File: src/rtl/weight_stationary_conv_window_mac_core_defines.svh
// Assertion macros for the weight-stationary convolution window MAC core.
`ifndef WEIGHT_STATIONARY_CONV_WINDOW_MAC_CORE_DEFINES_SVH
`define WEIGHT_STATIONARY_CONV_WINDOW_MAC_CORE_DEFINES_SVH
`ifndef SYNTHESIS
// Check that cons holds in the cycle after ante.
`define WSCW_ASSERT_NEXT(label, ante, cons) \
    label: assert property (@(posedge aclk) disable iff (!aresetn) (ante) |=> (cons)) \
        else $error("wscw: next-cycle check failed");
// Check that cons holds in the same cycle as ante.
`define WSCW_ASSERT_SAME(label, ante, cons) \
    label: assert property (@(posedge aclk) disable iff (!aresetn) (ante) |-> (cons)) \
        else $error("wscw: same-cycle check failed");
`else
`define WSCW_ASSERT_NEXT(label, ante, cons)
`define WSCW_ASSERT_SAME(label, ante, cons)
`endif
`endif

File: src/rtl/wscw_pkg.sv
// Shared constants and types for the weight-stationary convolution window MAC core.
`default_nettype none
package wscw_pkg;

    // Default array shape: 16 channels of a 3x3 kernel.
    localparam int unsigned CHANNEL_GROUP_DEF = 16;
    localparam int unsigned KERNEL_SIDE_DEF   = 3;

    // Item field widths.
    localparam int unsigned TAP_IDX_W  = 8;
    localparam int unsigned DATA_W     = 8;
    localparam int unsigned POS_W      = 12;
    localparam int unsigned SUM_W      = 32;
    localparam int unsigned PROD_W     = 2 * DATA_W;
    localparam int unsigned ACC_W      = 23;

    // Input tdata layout, lowest field first.
    localparam int unsigned TAP_IDX_LSB = 0;
    localparam int unsigned DATA_LSB    = TAP_IDX_LSB + TAP_IDX_W;
    localparam int unsigned ROW_LSB     = DATA_LSB + DATA_W;
    localparam int unsigned COL_LSB     = ROW_LSB + POS_W;
    localparam int unsigned PRIOR_LSB   = COL_LSB + POS_W;
    localparam int unsigned S_TDATA_W   = PRIOR_LSB + SUM_W;

    // Configuration registers.
    localparam int unsigned CFG_IDX_W  = 1;
    localparam int unsigned CFG_DATA_W = 13;
    localparam logic [CFG_DATA_W-1:0] IMAGE_SIZE_RST = CFG_DATA_W'(112);

    typedef enum logic [CFG_IDX_W-1:0] {
        CFG_IMAGE_HEIGHT = 1'b0,
        CFG_IMAGE_WIDTH  = 1'b1
    } cfg_reg_t;

    typedef enum logic {
        FUNC_LOAD_WEIGHT = 1'b0,
        FUNC_FEATURE     = 1'b1
    } func_t;

endpackage
`default_nettype wire

File: src/rtl/weight_stationary_conv_window_mac_core.sv
// Weight-stationary 3x3 convolution window multiply-accumulate core, top level.
//
// Channel | Dir | Handshake          | Payload
// s_      | in  | s_tvalid/s_tready  | s_tdata: tap_index, data_byte, out_row, out_col,
//         |     |                    | prior_sum; s_tuser: func; s_tlast: last
// m_      | out | m_tvalid/m_tready  | m_tdata: pixel_sum
// cfg_    | in  | cfg_valid/cfg_ready| cfg_index, cfg_data (image_height, image_width)
//
// One item is accepted per cycle while s_tready is high: each needs one weight access and at most one multiply.
// A feature item reads its weight as it is accepted, is multiplied and padding-checked in
// stage 1 and accumulated in stage 2; a last element in stage 2 sets the registered m_tvalid.
// Reset (aresetn low, synchronous) empties the pipeline, clears the accumulator and
// restores the image size to 112x112; the weight memory is not cleared.
// A waiting result holds only a closing element in stage 2; stage 1 takes one more item.
`default_nettype none
`include "weight_stationary_conv_window_mac_core_defines.svh"
module weight_stationary_conv_window_mac_core #(
    parameter int unsigned CHANNEL_GROUP = wscw_pkg::CHANNEL_GROUP_DEF,
    parameter int unsigned KERNEL_SIDE   = wscw_pkg::KERNEL_SIDE_DEF
) (
    input  wire logic                                aclk,
    input  wire logic                                aresetn,
    // Input item stream
    input  wire logic                                s_tvalid,
    output logic                                     s_tready,
    // [7:0] tap_index, [15:8] data_byte, [27:16] out_row, [39:28] out_col,
    // [71:40] prior_sum
    input  wire logic [wscw_pkg::S_TDATA_W-1:0]      s_tdata,
    // [0] func
    input  wire logic                                s_tuser,
    input  wire logic                                s_tlast,
    // Result stream
    output logic                                     m_tvalid,
    input  wire logic                                m_tready,
    // [31:0] pixel_sum
    output logic [wscw_pkg::SUM_W-1:0]               m_tdata,
    // Configuration writes
    input  wire logic                                cfg_valid,
    output logic                                     cfg_ready,
    input  wire logic [wscw_pkg::CFG_IDX_W-1:0]      cfg_index,
    input  wire logic [wscw_pkg::CFG_DATA_W-1:0]     cfg_data
);

    localparam int unsigned TAPS_PER_CH = KERNEL_SIDE * KERNEL_SIDE;
    localparam int unsigned STORE_FULL  = CHANNEL_GROUP * TAPS_PER_CH;
    localparam int unsigned TAB_DEPTH   = 2 ** wscw_pkg::TAP_IDX_W;
    // Only entries reachable by an 8-bit index are stored.
    localparam int unsigned MEM_DEPTH   = (STORE_FULL < TAB_DEPTH) ? STORE_FULL : TAB_DEPTH;
    localparam int unsigned MEM_AW      = (MEM_DEPTH > 1) ? $clog2(MEM_DEPTH) : 1;
    localparam int unsigned KW          = (KERNEL_SIDE > 1) ? $clog2(KERNEL_SIDE) : 1;
    localparam int unsigned IDX_CMP_W   = wscw_pkg::TAP_IDX_W + 1;
    localparam int unsigned SUM_POS_W   = wscw_pkg::POS_W + 2;

    // ------------------------------------------------------------------
    // Unpack the input item
    // ------------------------------------------------------------------
    logic [wscw_pkg::TAP_IDX_W-1:0]    in_tap_index;
    logic signed [wscw_pkg::DATA_W-1:0] in_data_byte;
    logic [wscw_pkg::POS_W-1:0]        in_out_row;
    logic [wscw_pkg::POS_W-1:0]        in_out_col;
    logic signed [wscw_pkg::SUM_W-1:0] in_prior_sum;
    logic                              in_accept;
    logic                              in_is_feature;
    logic                              in_idx_ok;

    assign in_tap_index = s_tdata[wscw_pkg::TAP_IDX_LSB +: wscw_pkg::TAP_IDX_W];
    assign in_data_byte = s_tdata[wscw_pkg::DATA_LSB +: wscw_pkg::DATA_W];
    assign in_out_row   = s_tdata[wscw_pkg::ROW_LSB +: wscw_pkg::POS_W];
    assign in_out_col   = s_tdata[wscw_pkg::COL_LSB +: wscw_pkg::POS_W];
    assign in_prior_sum = s_tdata[wscw_pkg::PRIOR_LSB +: wscw_pkg::SUM_W];

    assign in_accept     = s_tvalid && s_tready;
    assign in_is_feature = (wscw_pkg::func_t'(s_tuser) == wscw_pkg::FUNC_FEATURE);
    assign in_idx_ok     = ({1'b0, in_tap_index} < IDX_CMP_W'(MEM_DEPTH));

    // ------------------------------------------------------------------
    // Kernel row and column of every index, fixed at elaboration
    // ------------------------------------------------------------------
    logic [KW-1:0] kr_tab [TAB_DEPTH];
    logic [KW-1:0] kc_tab [TAB_DEPTH];

    for (genvar gi = 0; gi < TAB_DEPTH; gi++) begin : g_tap_tab
        localparam int unsigned Within = gi % TAPS_PER_CH;
        assign kr_tab[gi] = KW'(Within / KERNEL_SIDE);
        assign kc_tab[gi] = KW'(Within % KERNEL_SIDE);
    end

    // ------------------------------------------------------------------
    // Configuration registers
    // ------------------------------------------------------------------
    logic [wscw_pkg::CFG_DATA_W-1:0] image_height_reg, image_height_next;
    logic [wscw_pkg::CFG_DATA_W-1:0] image_width_reg, image_width_next;

    assign cfg_ready = 1'b1;

    always_comb begin
        image_height_next = image_height_reg;
        image_width_next  = image_width_reg;
        if (cfg_valid) begin
            unique case (wscw_pkg::cfg_reg_t'(cfg_index))
                wscw_pkg::CFG_IMAGE_HEIGHT: image_height_next = cfg_data;
                wscw_pkg::CFG_IMAGE_WIDTH:  image_width_next  = cfg_data;
                default: ;
            endcase
        end
    end

    always_ff @(posedge aclk) begin
        if (!aresetn) begin
            image_height_reg <= wscw_pkg::IMAGE_SIZE_RST;
            image_width_reg  <= wscw_pkg::IMAGE_SIZE_RST;
        end else begin
            image_height_reg <= image_height_next;
            image_width_reg  <= image_width_next;
        end
    end

    // ------------------------------------------------------------------
    // Stage flow control: a stage moves on when the one after it has room.
    // Only a last feature element needs the output register.
    // ------------------------------------------------------------------
    logic v1_reg, v1_next;
    logic v2_reg, v2_next;
    logic last2_reg;
    logic m_tvalid_reg, m_tvalid_next;
    logic out_room;
    logic fire1;
    logic fire2;
    logic s2_room;

    assign out_room = !m_tvalid_reg || m_tready;
    assign fire2    = v2_reg && (!last2_reg || out_room);
    assign s2_room  = !v2_reg || fire2;
    assign fire1    = v1_reg && s2_room;
    assign s_tready = !v1_reg || s2_room;

    // ------------------------------------------------------------------
    // Weight memory: write on a load item, read on a feature item
    // ------------------------------------------------------------------
    logic signed [wscw_pkg::DATA_W-1:0] weight_mem [MEM_DEPTH];
    logic signed [wscw_pkg::DATA_W-1:0] weight_rd_reg;

    always_ff @(posedge aclk) begin
        if (in_accept && !in_is_feature && in_idx_ok) begin
            weight_mem[in_tap_index[MEM_AW-1:0]] <= in_data_byte;
        end
    end

    always_ff @(posedge aclk) begin
        if (in_accept && in_is_feature && in_idx_ok) begin
            weight_rd_reg <= weight_mem[in_tap_index[MEM_AW-1:0]];
        end
    end

    // ------------------------------------------------------------------
    // Stage 1: feature item with its weight; multiply and padding check
    // ------------------------------------------------------------------
    logic signed [wscw_pkg::DATA_W-1:0] data1_reg;
    logic [wscw_pkg::POS_W-1:0]         row1_reg;
    logic [wscw_pkg::POS_W-1:0]         col1_reg;
    logic [KW-1:0]                      kr1_reg;
    logic [KW-1:0]                      kc1_reg;
    logic                               idx_ok1_reg;
    logic signed [wscw_pkg::SUM_W-1:0]  prior1_reg;
    logic                               last1_reg;

    // Load items stop here; only feature items enter stage 1.
    always_comb begin
        v1_next = v1_reg;
        if (s_tready) begin
            v1_next = in_accept && in_is_feature;
        end
    end

    always_ff @(posedge aclk) begin
        if (!aresetn) begin
            v1_reg <= 1'b0;
        end else begin
            v1_reg <= v1_next;
        end
    end

    always_ff @(posedge aclk) begin
        if (in_accept && in_is_feature) begin
            data1_reg   <= in_data_byte;
            row1_reg    <= in_out_row;
            col1_reg    <= in_out_col;
            kr1_reg     <= kr_tab[in_tap_index];
            kc1_reg     <= kc_tab[in_tap_index];
            idx_ok1_reg <= in_idx_ok;
            prior1_reg  <= in_prior_sum;
            last1_reg   <= s_tlast;
        end
    end

    // Input position = output position + kernel offset - 1 (padding 1).
    // Inside means 1 <= pos + offset <= image size.
    logic [SUM_POS_W-1:0]                row_sum;
    logic [SUM_POS_W-1:0]                col_sum;
    logic                                tap_inside;
    logic signed [wscw_pkg::PROD_W-1:0]  prod1;
    logic signed [wscw_pkg::PROD_W-1:0]  prod1_eff;

    assign row_sum    = SUM_POS_W'(row1_reg) + SUM_POS_W'(kr1_reg);
    assign col_sum    = SUM_POS_W'(col1_reg) + SUM_POS_W'(kc1_reg);
    assign tap_inside = (row_sum != '0) && (row_sum <= SUM_POS_W'(image_height_reg)) &&
                        (col_sum != '0) && (col_sum <= SUM_POS_W'(image_width_reg));
    assign prod1      = data1_reg * weight_rd_reg;
    // Drop taps that fall in the padding or past the store.
    assign prod1_eff  = (idx_ok1_reg && tap_inside) ? prod1 : '0;

    // ------------------------------------------------------------------
    // Stage 2: accumulate; on the last element add the prior sum and emit
    // ------------------------------------------------------------------
    logic signed [wscw_pkg::PROD_W-1:0] prod2_reg;
    logic signed [wscw_pkg::SUM_W-1:0]  prior2_reg;

    always_comb begin
        v2_next = v2_reg;
        if (s2_room) begin
            v2_next = fire1;
        end
    end

    always_ff @(posedge aclk) begin
        if (!aresetn) begin
            v2_reg <= 1'b0;
        end else begin
            v2_reg <= v2_next;
        end
    end

    always_ff @(posedge aclk) begin
        if (fire1) begin
            prod2_reg  <= prod1_eff;
            prior2_reg <= prior1_reg;
            last2_reg  <= last1_reg;
        end
    end

    logic signed [wscw_pkg::ACC_W-1:0] acc_reg, acc_next;
    logic signed [wscw_pkg::ACC_W-1:0] acc_sum;
    logic signed [wscw_pkg::SUM_W-1:0] pixel_sum;
    logic [wscw_pkg::SUM_W-1:0]        m_tdata_reg, m_tdata_next;

    // Accumulator wraps at its own width; the total wraps at 32 bits.
    assign acc_sum   = acc_reg + wscw_pkg::ACC_W'(prod2_reg);
    assign pixel_sum = wscw_pkg::SUM_W'(acc_sum) + prior2_reg;

    always_comb begin
        acc_next      = acc_reg;
        m_tdata_next  = m_tdata_reg;
        m_tvalid_next = m_tvalid_reg;
        if (m_tready) begin
            m_tvalid_next = 1'b0;
        end
        if (fire2) begin
            if (last2_reg) begin
                acc_next      = '0;
                m_tdata_next  = pixel_sum;
                m_tvalid_next = 1'b1;
            end else begin
                acc_next = acc_sum;
            end
        end
    end

    always_ff @(posedge aclk) begin
        if (!aresetn) begin
            acc_reg      <= '0;
            m_tvalid_reg <= 1'b0;
        end else begin
            acc_reg      <= acc_next;
            m_tvalid_reg <= m_tvalid_next;
        end
    end

    always_ff @(posedge aclk) begin
        m_tdata_reg <= m_tdata_next;
    end

    assign m_tvalid = m_tvalid_reg;
    assign m_tdata  = m_tdata_reg;

    // ------------------------------------------------------------------
    // Assertions
    // ------------------------------------------------------------------
    // A window that closes always leaves a result in the output register.
    `WSCW_ASSERT_NEXT(a_close_emits, v2_reg && last2_reg && out_room, m_tvalid_reg)
    // Closing a window leaves the accumulator clear for the next one.
    `WSCW_ASSERT_NEXT(a_close_clears, v2_reg && last2_reg && out_room, acc_reg == '0)
    // A weight load never enters the compute stages.
    `WSCW_ASSERT_NEXT(a_load_no_stage, in_accept && !in_is_feature, !v1_reg)
    // Input backpressure comes only from a result waiting downstream.
    `WSCW_ASSERT_SAME(a_stall_cause, !s_tready, m_tvalid && !m_tready && v1_reg && v2_reg)

endmodule
`default_nettype wire
File: config.mk
export PLATFORM = sky130hd
export DESIGN_NAME = weight_stationary_conv_window_mac_core
export DESIGN_NICKNAME = d
export VERILOG_FILES = /design/src/rtl/wscw_pkg.sv /design/src/rtl/weight_stationary_conv_window_mac_core.sv
export VERILOG_INCLUDE_DIRS = /design/src /design/src/rtl
export SDC_FILE = /design/constraint.sdc
export NUM_CORES = 2
export LEC_CHECK = 0
export BUFFER_PORTS_ARGS = -buffer_cell sky130_fd_sc_hd__buf_2
export CAP_MARGIN = 20
export CORE_MARGIN = 8
export CORE_UTILIZATION = 35
export CTS_BUF_LIST = sky130_fd_sc_hd__clkbuf_4
export DETAILED_ROUTE_END_ITERATION = 10
export HOLD_SLACK_MARGIN = 0.05
export SETUP_SLACK_MARGIN = 0.5
export SKIP_LAST_GASP = 1
export SYNTH_ARGS = -nofsm -noshare
export SYNTH_HDL_FRONTEND = slang
export SYNTH_SLANG_ARGS = --single-unit
File: constraint.sdc
create_clock -name aclk -period 7.96 [get_ports aclk]
set_input_delay 0.398 -clock aclk [delete_from_list [all_inputs] [get_ports aclk]]
set_output_delay 0.398 -clock aclk [all_outputs]
set_load 0.005 [all_outputs]
# Word-level counts from Yosys, hierarchy flattened
# Memory sizes are Yosys's and may differ from the RTL's. A register that Yosys moved wholly into a read port is not among the register bits.
# Index checks and enable logic that the tools add are counted.
dict set report op_classes {
  addsub 4
  mul 1
  n_lt_le_gt_ge 3
  n_mux 6
  bitwise 2
  n_reduce_logical 25
}
# operator count
set op_table {}
lappend op_table {{23-bit by 32-bit adder with 32-bit output} 1}
lappend op_table {{14-bit nonzero test} 2}
lappend op_table {{12-bit by 2-bit adder with 13-bit output} 2}
lappend op_table {{13-bit less-or-equal comparator} 2}
lappend op_table {{23-bit by 16-bit adder with 23-bit output} 1}
lappend op_table {{23-bit two-way mux} 1}
lappend op_table {{8-bit by 8-bit multiplier with 16-bit output} 1}
lappend op_table {{1-bit logical AND} 11}
lappend op_table {{8-bit inverter with 9-bit output} 1}
lappend op_table {{8-bit < comparator, second input constant} 1}
lappend op_table {{2-bit AND reduction} 3}
lappend op_table {{1-bit zero test} 5}
lappend op_table {{1-bit two-way mux} 5}
lappend op_table {{1-bit logical OR} 4}
lappend op_table {{1-bit inverter} 1}
dict set report totals {
  register_bits 199
  mem_bits_rw 1152
  rom_bits 1024
  out_inout_bits 35
  word_cells 60
  mem_count 3
}
# memory depth width rd rd_ports_with_merged_regs write_ports line
set mem_list {}
lappend mem_list {weight_mem 144 8 1 1 1 weight_stationary_conv_window_mac_core.sv:140} ;# logic signed [wscw_pkg::DATA_W-1:0] weight_mem [MEM_DEPTH];
lappend mem_list {{(name not given)} 256 2 1 1 0 weight_stationary_conv_window_mac_core.sv:189} ;# kc1_reg <= kc_tab[in_tap_index];
lappend mem_list {{(name not given)} 256 2 1 1 0 weight_stationary_conv_window_mac_core.sv:188} ;# kr1_reg <= kr_tab[in_tap_index];

# Longest topological paths before layout
dict set report depth {
  depth_word 11
  ltp_mapped 21
  ltp_nobuf 20
}

# Worst setup path after synthesis
# Ideal clock, no wire load.
dict set report synth_path {
  path_type {register -> register}
  startpoint {register prod2_reg[0] in the netlist's numbering}
  endpoint {register m_tdata_reg (netlist bit m_tdata[29]) (data pin)}
  setup_ns 0.195
  arrival_ns 4.540
  setup_slack_ns 3.225
  path_stages_with_launch 19
  n_path_buf 0
  path_cell_list {edfxtp_1 -> ha_1 -> inv_1 -> fa_1 -> nand2b_1 -> a21oi_1 -> o211ai_1 -> a21oi_1 -> o21bai_1 -> o311ai_1 -> xor2_1 -> ha_1 -> and2_1 -> o21a_1 -> nor4_1 -> inv_1 -> o21bai_1 -> or4b_2 -> o311ai_0}
}
dict set report synth_via {
  elab_chain_len 2
}
# item line
set synth_lines {}
lappend synth_lines {{start, declared} weight_stationary_conv_window_mac_core.sv:215} ;# logic signed [wscw_pkg::PROD_W-1:0] prod2_reg;
lappend synth_lines {{start signal, assigned} weight_stationary_conv_window_mac_core.sv:235} ;# prod2_reg <= prod1_eff;
lappend synth_lines {{23-bit by 16-bit adder with 23-bit output} weight_stationary_conv_window_mac_core.sv:247} ;# assign acc_sum = acc_reg + wscw_pkg::ACC_W'(prod2_reg);
lappend synth_lines {{23-bit by 32-bit adder with 32-bit output} weight_stationary_conv_window_mac_core.sv:248} ;# assign pixel_sum = wscw_pkg::SUM_W'(acc_sum) + prior2_reg;
lappend synth_lines {{net pixel_sum, one bit} weight_stationary_conv_window_mac_core.sv:243} ;# logic signed [wscw_pkg::SUM_W-1:0] pixel_sum;
lappend synth_lines {{end signal, assigned} weight_stationary_conv_window_mac_core.sv:279} ;# m_tdata_reg <= m_tdata_next;
lappend synth_lines {{end, declared} weight_stationary_conv_window_mac_core.sv:244} ;# logic [wscw_pkg::SUM_W-1:0] m_tdata_reg, m_tdata_next;
# The timed path passes the listed nets, and every way through them passes these cells.
# A chain may end at the register's enable or synchronous reset.

# Worst setup path after layout
# Same ends and word-level chain as after synthesis.

==> results.yml <==
clock_network:
  cts_tree: "done"
  cts_buffer_depth: 4
  clk_pin_slew_ns: 0.07
  worst_skew_pair.late_latency_ns: 1.32
  cts_buffers: 364
  htree_levels: 5
  cts-resized-gates: 0
  root_buffer: "clkbuf_4"
  clock_sinks: 1363
timing:
  min_period_ns: 5.51
  rsz0062_at_grt: "no"
  tightest_slew_ns: 1.20
  setup_viol: 0
  finalCritPeriodShare_pct: 69.3
  finalSetupTns_ns: 0
  slew_headroom_pct: 19.5
  fin_skew_ns: 0.135
  hold_violations: 0
  fmax_mhz: 181
  slew_viol_final: 0
power:
  p_switching_mw: 3.57
  power_frac_comb_pct: 9.2
  pwr-share-clk_pct: 38.0
  power.share.sequential_pct: 52.7
  p_leak_nw: 22.7
  power-per-cell-area_nw_per_um2: 224
  swShare_pct: 23.7
  p_int_mw: 11.5
  vdd_drop_max_mv: 0.139
critical_path:
  worst_r2r_startpoint: "prod2_reg[0]"
  arrival_ns: 6.55
  cp-startpoint: "prod2_reg[0]"
  regToRegSetupSlack_ns: 2.45
  critical_path_class: "reg -> reg"
  rr_worst_depth: 18
  cp-start-kind: "register"
  worst_r2r_endpoint: "m_tdata[29]"
  cp-end-kind: "register"
  critPathRequiredTime_ns: 9.00
  crit_fanout: 11
synthesis:
  synth_nets: 3474
  async_flop_share_pct: 0
  synth_ff_type: "edfxtp_1"
  ys_seq_area_share_pct: 69.3
  synth.most_common_cell: "edfxtp_1"
  postSynthCellCount: 3201
  yosys-top-cells-count: "1311 x edfxtp_1, 370 x mux4_2, 215 x nor2_1, 143 x nand2_1, 134 x inv_1"
  synth_edf_count: 1311
  yosysTopAreaCellShare_pct: 67.5
  ys_warn_count: 0
  yosysUniqueCellTypes: 73
  yosys.area.top_type: "edfxtp_1"
  synth_area_um2: 58300
  synth_seq_cells: 1363
  synthTopCellsByArea: "edfxtp_1 67%, mux4_2 14%, ha_1 2.6%"
  post_synth.cell_area_avg_um2: 18.2
route:
  top_layer: "met4"
  drtIter0Drc: 2462
  wl_um: 139000
  drt-wirelength-per-cell_um: 22.5
  viasPerCell: 5.09
  m1WireLength_um: 59800
  met2_length_um: 66600
  vias: 31500
  first_pass_iters: 7
  drc_errors: 0
  met3_length_um: 9040
  ant_nets: 0
floorplan:
  initial_core_util_pct: 35.1
  die-area_um2: 180000
  coreArea_um2: 166000
  rows: 150
  pin_count: 128
  die_w_um: 424
  die_y_um: 424
cells_and_area:
  area_growth_pct: 15.5
  nets: 4037
  largest_register_ffs: 1152
  drive_gt1_share_pct: 27.2
  final_core_util_pct: 40.5
global_route:
  grt_pass1_wl_um: 208000
  grt-ovfl-total: 0
  grtUsageTotal_pct: 15.2
  grt_max_degree: 96
  antenna_found_initial: 5
  grt_pass1_vias: 32900
hold_path:
  worstHoldEndpoint: "weight_mem[116][7]"
  hold_start: "s_tdata[15]"
  hold_depth: 2
  min_path_type: "in -> reg"
placed_design:
  dpl.hpwl_um: 84900
  place.gp.congestion: 0.834
  io_buffer_count: 126
flow_run:
  max-cap-violations: 0
outcome:
  status: "complete, no violations"
[timing repair]
item	4_1_cts	5_1_grt
hold buffers	178	0
setup buffers	0	0
hold endpoints to repair	701	0
[power by group through the flow]
stage | Sequential, mW | Combinational, mW | Clock [mW]
3_5_place_dp | 8.10 | 1.33 | 0
3_3_place_gp | 8.10 | 1.32 | 0
4_1_cts | 7.95 | 1.41 | 5.92
5_1_grt | 7.95 | 1.54 | 6.27
2_1_floorplan | 8.09 | 0.896 | 0
6_report | 7.95 | 1.39 | 5.73
[worst max-delay path, stage by stage (launching register included)]
cell	delay (ns)
edfxtp_1	0.33
ha_1	0.16
inv_1	0.06
fa_1	0.39
nand2b_1	0.18
a21oi_1	0.20
o211ai_1	0.17
a21oi_1	0.25
o21bai_1	0.22
o311ai_1	0.56
xor2_1	0.79
ha_1	0.44
and2_1	0.19
o21a_1	0.18
nor4_1	0.25
inv_1	0.08
o21bai_1	0.19
or4b_2	0.59
o311ai_0	0.11
[layout make-up]
| class | instances | area (µm²) |
|---|---|---|
| sequential | 1363 | 40400 |
| multi-input combinational | 1558 | 16800 |
| clock buffer | 510 | 3830 |
| antenna | 7 | 17.5 |
| timing repair buffer | 342 | 2760 |
| tap | 2204 | 2760 |
| clock inverter | 69 | 333 |
| fill | 15100 | 98900 |
| inverter | 135 | 508 |
[placed cells by master, fill, tap and decap left out, drive strengths merged, types with 52 or more instances in the layout]
| cell type | Yosys | layout |
|---|---|---|
| buf | 65 | 164 |
| and2 | 64 | 64 |
| dlygate4sd3 | 0 | 178 |
| o21ai | 64 | 64 |
| mux4 | 370 | 370 |
| inv | 134 | 139 |
| dfxtp | 52 | 52 |
| a21oi | 105 | 105 |
| xnor2 | 63 | 63 |
| edfxtp | 1311 | 1311 |
| nor2 | 215 | 215 |
| fa | 59 | 59 |
| clkbuf | 80 | 510 |
| nand2 | 143 | 143 |
| ha | 121 | 121 |
| clkinv | 1 | 61 |
[kinds of logic after synthesis]
logic type,count (synthesis),synth area share [%]
other,1,0.00643
AO/OA/AOI/OAI,314,3.37
flip-flops,1363,69.3
buffers and inverters,280,2.01
XOR/XNOR,87,1.33
adder cells (fa/ha/maj),180,4.62
multiplexers,391,14.7
AND/OR/NAND/NOR,585,4.73
[worst max-delay path by stage]
stage                             end  cells past startpoint
after floorplan           m_tdata[29]                     18
after global placement    m_tdata[29]                     18
after detailed placement  m_tdata[29]                     18
after CTS                 m_tdata[29]                     18
after global routing      m_tdata[29]                     18
final                     m_tdata[29]                     18
[through the flow]
step | power [mW] | cells | worst slack [ns] | instance area, µm² | hold WS, ns
floorplan | 8.98 | 3201 | 3.23 | 58300 | 0.400
global placement | 9.42 | 5424 | 2.31 | 61400 | 0.401
detailed placement | 9.43 | 5424 | 2.44 | 61400 | 0.406
CTS | 15.3 | 6181 | 2.42 | 67400 | 0.0540
global route | 15.8 | 6187 | 1.90 | 67400 | 0.119
finish | 15.1 | 6188 | 2.45 | 67400 | 0.225
[per-layer routing]
| metal | global-route usage, % | up-vias |
|---|---|---|
| li1 | - | 14000 |
| met1 | 20.3 | 16200 |
| met2 | 24.4 | 1059 |
| met3 | 3.56 | 230 |
| met4 | 5.27 | 0 |
| met5 | 0 | - |
Note: power is estimated with default switching activity, not from simulation.
